==> config.mk <==
export PLATFORM = sky130hd
export DESIGN_NAME = calendar_time_set_editor_core
export DESIGN_NICKNAME = d
export VERILOG_FILES = /design/src/sv/ctse_pkg.sv /design/src/sv/calendar_time_set_editor_core.sv
export SDC_FILE = /design/constraint.sdc
export NUM_CORES = 1
export LEC_CHECK = 0
export ABC_CLOCK_PERIOD_IN_PS = 4400
export BUFFER_PORTS_ARGS = -buffer_cell sky130_fd_sc_hd__buf_2
export CORE_MARGIN = 5
export CORE_UTILIZATION = 53
export DETAILED_ROUTE_END_ITERATION = 8
export PLACE_DENSITY_LB_ADDON = 0.12
export SYNTH_ARGS = -nofsm -noshare
export SYNTH_HDL_FRONTEND = slang
export SYNTH_SLANG_ARGS = --single-unit
==> constraint.sdc <==
create_clock -name clk -period 4.4 [get_ports clk]
set_clock_uncertainty 0.15 [all_clocks]
set_input_delay 0.22 -clock clk [delete_from_list [all_inputs] [get_ports clk]]
set_output_delay 0.22 -clock clk [all_outputs]
set_load 0.005 [all_outputs]
==> src/sv/ctse_pkg.sv <==
// ----------------------------------------------------------------------------
// Calendar time set editor package
// Event kinds, field select codes, field limits and the day-of-month limit.
// ----------------------------------------------------------------------------
package ctse_pkg;

	typedef enum logic [2:0] {
		KIND_MODE   = 3'd0,
		KIND_SELECT = 3'd1,
		KIND_UP     = 3'd2,
		KIND_DOWN   = 3'd3,
		KIND_TICK   = 3'd4,
		KIND_READ   = 3'd5
	} kind_t;

	typedef enum logic [2:0] {
		FLD_YEAR   = 3'd0,
		FLD_MONTH  = 3'd1,
		FLD_DAY    = 3'd2,
		FLD_HOUR   = 3'd3,
		FLD_MINUTE = 3'd4,
		FLD_SECOND = 3'd5
	} field_t;

	localparam logic [2:0]  FIELD_LAST      = 3'd5;
	localparam logic [6:0]  YEAR_MAX        = 7'd99;
	localparam logic [3:0]  MONTH_MAX       = 4'd12;
	localparam logic [4:0]  HOUR_MAX        = 5'd23;
	localparam logic [5:0]  MIN_SEC_MAX     = 6'd59;
	localparam logic [15:0] BLINK_RESET_VAL = 16'd500;

	// Days in month; leap year every fourth year, unknown month gives 31
	function automatic logic [4:0] day_limit(input logic [1:0] yr_lsb, input logic [3:0] mo);
		logic [4:0] lim;
		case (mo)
			4'd4, 4'd6, 4'd9, 4'd11: lim = 5'd30;
			4'd2:                    lim = (yr_lsb == 2'd0) ? 5'd29 : 5'd28;
			default:                 lim = 5'd31;
		endcase
		return lim;
	endfunction

endpackage

==> src/sv/calendar_time_set_editor_core.sv <==
// ----------------------------------------------------------------------------
// Calendar time set editor core
// A result is registered and presented in the cycle after its input transaction.
// Throughput: one transaction per cycle; the state registers double as the
// result register, so input is taken whenever the result slot is free or
// being emptied in the same cycle.
// Reset: arst_n clears time, mode, selection, blink state and the tick
// counter; the blink half period returns to 500.
// ----------------------------------------------------------------------------
module calendar_time_set_editor_core (
	input  logic        clk,
	input  logic        arst_n,
	// configuration: blink half period
	input  logic        cfg_wr_en,
	input  logic [15:0] cfg_wr_data,
	// input transactions
	input  logic        item_valid,
	output logic        item_ready,
	input  logic [2:0]  kind,
	input  logic [6:0]  load_year,
	input  logic [3:0]  load_month,
	input  logic [4:0]  load_day,
	input  logic [4:0]  load_hour,
	input  logic [5:0]  load_minute,
	input  logic [5:0]  load_second,
	// result transactions
	output logic        result_valid,
	input  logic        result_ready,
	output logic [6:0]  year,
	output logic [3:0]  month,
	output logic [4:0]  day,
	output logic [4:0]  hour,
	output logic [5:0]  minute,
	output logic [5:0]  second,
	output logic        setting_active,
	output logic [2:0]  selected_field,
	output logic        blink_on,
	output logic        commit_time
);

	// Architectural state; its registers also drive the result outputs.
	logic [6:0]  year_q;
	logic [3:0]  month_q;
	logic [4:0]  day_q;
	logic [4:0]  hour_q;
	logic [5:0]  minute_q;
	logic [5:0]  second_q;
	logic        edit_mode_q;
	logic [2:0]  field_sel_q;
	logic        blink_q;
	logic [15:0] tick_cnt_q;
	logic [15:0] blink_half_q;
	logic        commit_q;
	logic        result_valid_q;

	logic        accept;

	// Adjusted fields, signed so that decrement below zero is visible.
	logic signed [8:0] v_year, v_month, v_day, v_hour, v_minute, v_second;
	logic signed [8:0] delta;
	logic [4:0]        lim;
	logic signed [8:0] lim_s;

	logic [16:0] tick_next;
	logic        tick_wrap;
	logic        is_up;

	// Result slot is free, or its transaction leaves this cycle.
	assign item_ready = !result_valid_q || result_ready;
	assign accept     = item_valid && item_ready;

	assign is_up = (kind == ctse_pkg::KIND_UP);
	assign delta = is_up ? 9'sd1 : -9'sd1;

	// Up/down edit: step the selected field, then wrap every field.
	always_comb begin
		v_year   = $signed({2'b00, year_q});
		v_month  = $signed({5'b0, month_q});
		v_day    = $signed({4'b0, day_q});
		v_hour   = $signed({4'b0, hour_q});
		v_minute = $signed({3'b0, minute_q});
		v_second = $signed({3'b0, second_q});
		case (field_sel_q)
			ctse_pkg::FLD_YEAR:   v_year   = v_year + delta;
			ctse_pkg::FLD_MONTH:  v_month  = v_month + delta;
			ctse_pkg::FLD_DAY:    v_day    = v_day + delta;
			ctse_pkg::FLD_HOUR:   v_hour   = v_hour + delta;
			ctse_pkg::FLD_MINUTE: v_minute = v_minute + delta;
			ctse_pkg::FLD_SECOND: v_second = v_second + delta;
			default: ;
		endcase
		lim   = 5'd31;
		lim_s = 9'sd31;
		if (is_up) begin
			if (v_year > $signed({2'b00, ctse_pkg::YEAR_MAX}))  v_year  = 9'sd0;
			if (v_month > $signed({5'b0, ctse_pkg::MONTH_MAX})) v_month = 9'sd1;
			lim   = ctse_pkg::day_limit(v_year[1:0], v_month[3:0]);
			lim_s = $signed({4'b0, lim});
			if (v_day > lim_s) v_day = 9'sd1;
			if (v_hour > $signed({4'b0, ctse_pkg::HOUR_MAX}))      v_hour   = 9'sd0;
			if (v_minute > $signed({3'b0, ctse_pkg::MIN_SEC_MAX})) v_minute = 9'sd0;
			if (v_second > $signed({3'b0, ctse_pkg::MIN_SEC_MAX})) v_second = 9'sd0;
		end else begin
			if (v_year < 9'sd0)  v_year  = $signed({2'b00, ctse_pkg::YEAR_MAX});
			if (v_month < 9'sd1) v_month = $signed({5'b0, ctse_pkg::MONTH_MAX});
			lim   = ctse_pkg::day_limit(v_year[1:0], v_month[3:0]);
			lim_s = $signed({4'b0, lim});
			// a stored day of zero also lands on the month limit
			if (v_day < 9'sd1) v_day = lim_s;
			if (v_day > lim_s) v_day = 9'sd1;
			if (v_hour < 9'sd0)   v_hour   = $signed({4'b0, ctse_pkg::HOUR_MAX});
			if (v_minute < 9'sd0) v_minute = $signed({3'b0, ctse_pkg::MIN_SEC_MAX});
			if (v_second < 9'sd0) v_second = $signed({3'b0, ctse_pkg::MIN_SEC_MAX});
		end
	end

	// Blink divider: a period of zero or one toggles on every tick.
	assign tick_next = {1'b0, tick_cnt_q} + 17'd1;
	assign tick_wrap = (tick_next >= {1'b0, blink_half_q});

	always_ff @(posedge clk or negedge arst_n) begin
		if (!arst_n) begin
			blink_half_q <= ctse_pkg::BLINK_RESET_VAL;
		end else if (cfg_wr_en) begin
			blink_half_q <= cfg_wr_data;
		end
	end

	always_ff @(posedge clk or negedge arst_n) begin
		if (!arst_n) begin
			year_q         <= '0;
			month_q        <= '0;
			day_q          <= '0;
			hour_q         <= '0;
			minute_q       <= '0;
			second_q       <= '0;
			edit_mode_q    <= 1'b0;
			field_sel_q    <= '0;
			blink_q        <= 1'b0;
			tick_cnt_q     <= '0;
			commit_q       <= 1'b0;
			result_valid_q <= 1'b0;
		end else begin
			if (accept) begin
				result_valid_q <= 1'b1;
			end else if (result_ready) begin
				result_valid_q <= 1'b0;
			end
			if (accept) begin
				// commit pulses only on the mode key that leaves set mode
				commit_q <= (kind == ctse_pkg::KIND_MODE) && edit_mode_q;
				case (kind)
					ctse_pkg::KIND_MODE: begin
						if (!edit_mode_q) begin
							edit_mode_q <= 1'b1;
							field_sel_q <= ctse_pkg::FLD_YEAR;
						end else begin
							edit_mode_q <= 1'b0;
						end
					end
					ctse_pkg::KIND_SELECT: begin
						if (edit_mode_q) begin
							field_sel_q <= (field_sel_q == ctse_pkg::FIELD_LAST) ?
								ctse_pkg::FLD_YEAR : field_sel_q + 3'd1;
						end
					end
					ctse_pkg::KIND_UP, ctse_pkg::KIND_DOWN: begin
						if (edit_mode_q) begin
							year_q   <= v_year[6:0];
							month_q  <= v_month[3:0];
							day_q    <= v_day[4:0];
							hour_q   <= v_hour[4:0];
							minute_q <= v_minute[5:0];
							second_q <= v_second[5:0];
						end
					end
					ctse_pkg::KIND_TICK: begin
						if (tick_wrap) begin
							tick_cnt_q <= '0;
							blink_q    <= !blink_q;
						end else begin
							tick_cnt_q <= tick_next[15:0];
						end
					end
					ctse_pkg::KIND_READ: begin
						// readings are dropped while the user is editing
						if (!edit_mode_q) begin
							year_q   <= load_year;
							month_q  <= load_month;
							day_q    <= load_day;
							hour_q   <= load_hour;
							minute_q <= load_minute;
							second_q <= load_second;
						end
					end
					default: ;
				endcase
			end
		end
	end

	assign result_valid   = result_valid_q;
	assign year           = year_q;
	assign month          = month_q;
	assign day            = day_q;
	assign hour           = hour_q;
	assign minute         = minute_q;
	assign second         = second_q;
	assign setting_active = edit_mode_q;
	assign selected_field = field_sel_q;
	assign blink_on       = blink_q;
	assign commit_time    = commit_q;

endmodule

==> impl_metrics.tcl <==
set metrics [dict create \
    die_area_um2 14170 \
    clk_pin_slew_ps 60 \
    htree_levels 3 \
    gp_congestion 0.9288 \
    routed_wl_um 18060 \
    fmax_ghz 0.2389 \
    syn_nets 911 \
    die_x_um 119.0 \
    ir_worst_vdd_mv 0.2896 \
    ys_ff_latch 72 \
    worst_hold_path.num_cells 3 \
    fin_area_um2 7760 \
    clockBufferDepth 2 \
    fin_nets 1050 \
    ctsRootBufferMaster "clkbuf_16" \
    n_antenna_cell 0 \
    drc 0 \
    postLayoutCoreUtil_pct 67.38 \
    critical_path_class "in -> reg" \
    required_ps 4460 \
    drive_gt1_share_pct 19.81 \
    core_um2 11520 \
    r2r_cells 17 \
    grt.overflow.total 0 \
    final-setup-viol-count 0 \
    grt_pass1_wl_um 30390 \
    hold_violations 0 \
    ys_types 69 \
    status "finished, final reports clean" \
    p_per_area_nw_per_um2 539.6 \
    clk_latency_ps 350 \
    r2r-end "day[0]$_DFFE_PN0P_" \
    avgSynthCellArea_um2 7.978 \
    timing.final.crit_share_pct 95.15 \
    drtAntennaViolNets 0 \
    synth-edff-count 0 \
    r2r-start "day[2]$_DFFE_PN0P_" \
    hp-class "in -> reg" \
    hold_end "minute[3]$_DFFE_PN0P_" \
    cts_made_buffers 9 \
    cts_tree "yes" \
    rows 39 \
    period_needed_ps 4187 \
    worstSetupEndpointType "register" \
    fp.dieH_um 119.0 \
    worst_pin_slew_ps 1120 \
    port_buffers 97 \
    grt_max_degree 73 \
    avgViaCountPerCell 6.010 \
    vias 6473 \
    crit_arrival_ps 4250 \
    final_max_slew_viol_count 0 \
    p_leak_nw 3.622 \
    hpwlAfterDp_um 13230 \
    max-slew-margin-rel_pct 24.76 \
    area_growth_pct 23.13 \
    critPathLaunch "kind[2]" \
    synth_area_um2 6302 \
    track_usage_pct 25.51 \
    ys.flop_type "dfrtp_1" \
    start_kind "input port" \
    ys_async_sr_fraction_pct 100.0 \
    worstPathMaxFanout 23 \
    dr.pass1.iters 5 \
    wl_per_cell_um 16.77 \
    numClockSinks 72 \
    initial_utilization_pct 54.73 \
    antenna_found_initial 0 \
    hold_start "load_minute[3]" \
    first_global_vias 6498 \
    ys_seq_area_share_pct 28.71 \
    ys_warn_count 0 \
    tns_ps 0 \
    drt-initial-drc-count 499 \
    place_area_um2 7208 \
    cap_violations 0 \
    io_pins 98 \
    r2r_slack_ps 260 \
    synth_cells 790 \
]
## how the worst max path moves through the flow
stage	end	depth (start not counted)
finish	day[1]$_DFFE_PN0P_	21
global route	day[0]$_DFFE_PN0P_	17
CTS	day[0]$_DFFE_PN0P_	17
detailed placement	day[0]$_DFFE_PN0P_	20
global placement	day[0]$_DFFE_PN0P_	20
floorplan	day[0]$_DFFE_PN0P_	21
## per-stage QoR
step	power (W)	cells	worst slack (ps)	hold WS [ps]
6_report	0.004187	1077	213.5	20.43
5_1_grt	0.004537	1077	-14.83	28.85
4_1_cts	0.004135	1076	143.0	17.81
3_5_place_dp	0.003344	1038	-141.4	284.0
3_3_place_gp	0.003224	1038	42.72	271.4
2_1_floorplan	0.002612	790	-145.4	-225.6
## placed cells by master (no fill, tap or decap), drive strengths merged, types with 5 or more instances in the layout
| master | n |
|---|---|
| buf | 139 |
| o21ai | 90 |
| nand2 | 70 |
| dfrtp | 66 |
| a21oi | 66 |
| inv | 59 |
| ha | 58 |
| nor2 | 52 |
| nand3 | 37 |
| dlygate4sd3 | 22 |
| and3 | 20 |
| nor3 | 20 |
| xnor2 | 18 |
| nand2b | 14 |
| xor2 | 13 |
| or3 | 13 |
| nor2b | 11 |
| a21o | 10 |
| a22o | 10 |
| a211oi | 9 |
| o211ai | 9 |
| clkbuf | 9 |
| nand4 | 8 |
| o21a | 6 |
| fa | 6 |
| dfstp | 6 |
| o31ai | 6 |
| a221oi | 5 |
## power by group
group          total (W)  leakage [nW]  internal [W]  switching [W]
Sequential       0.00108         0.889      0.000824       0.000254
Clock           0.000758         0.151      0.000444       0.000314
Combinational    0.00235          2.58       0.00108        0.00127
## worst max-delay path, stage by stage
cell	delay (ps)
buf_2	130
nor3b_4	230
inv_2	140
buf_4	190
buf_12	150
ha_1	300
o21a_1	120
o31a_1	120
o41a_1	360
xnor2_1	260
a22oi_2	90
or3_1	410
and3_1	190
o21ai_1	120
ha_1	230
a21oi_1	150
o211ai_1	100
o21ai_0	260
a21oi_1	100
a221oi_1	280
a211oi_1	70
## cell type report
class / instances / area [µm²]
clock buffers: 9 / 225.2
clock inverters: 7 / 75.07
fillers: 937 / 3756
inverters: 56 / 210.2
multi-input cells: 629 / 4225
flip-flops and latches: 72 / 1809
well taps: 143 / 178.9
repair buffers: 161 / 1036
## timing repair
action                     CTS  global route
setup endpoints to repair    0             4
resized for setup            0             5
setup buffers                0             1
hold buffers                22             0
hold endpoints to repair    87             0
## synth_stat cells, types with 14 or more instances
master    number  area [µm²]
nand3_1       37       185.2
a21oi_1       65       325.3
xnor2_1       18       157.7
dfrtp_1       66        1652
nor3_1        20       100.1
inv_1         55       206.5
nor2_1        52       195.2
and3_1        20       125.1
nand2_1       70       262.8
o21ai_0       87       435.4
clkbuf_1      29       108.9
ha_1          58       725.7
nand2b_1      14       87.58
## flip-flops by register name (all words and copies together), names as in the netlist, 3 cells and up
| name | flops |
|---|---|
| hour | 5 |
| month | 4 |
| tick_cnt_q | 16 |
| day | 5 |
| selected_field | 3 |
| second | 6 |
| year | 7 |
| minute | 6 |
| blink_half_q | 16 |
## metal layers
layer  routed length (µm)  up-vias  GRT usage (%)
met3                 1073       33          3.744
met4                  297        0          7.965
met1                 7832     3075          32.89
met5                    0        -              0
met2                 8854      214          44.19
li1                     -     3151              -
## kinds of logic (layout without fill, tap and decap cells)
| kind of cell | Yosys count | in the layout | synth area share [%] |
|---|---|---|---|
| buffers and inverters | 89 | 233 | 5.479 |
| and+or+nand+nor | 268 | 268 | 21.06 |
| muxes | 6 | 6 | 0.9927 |
| DFF | 72 | 72 | 28.71 |
| AOI/OAI and AO/OA | 260 | 260 | 26.03 |
| adders and majority gates | 64 | 64 | 13.42 |
| xor gates and xnor gates | 31 | 31 | 4.308 |
Power figures use the tool's default switching activity.
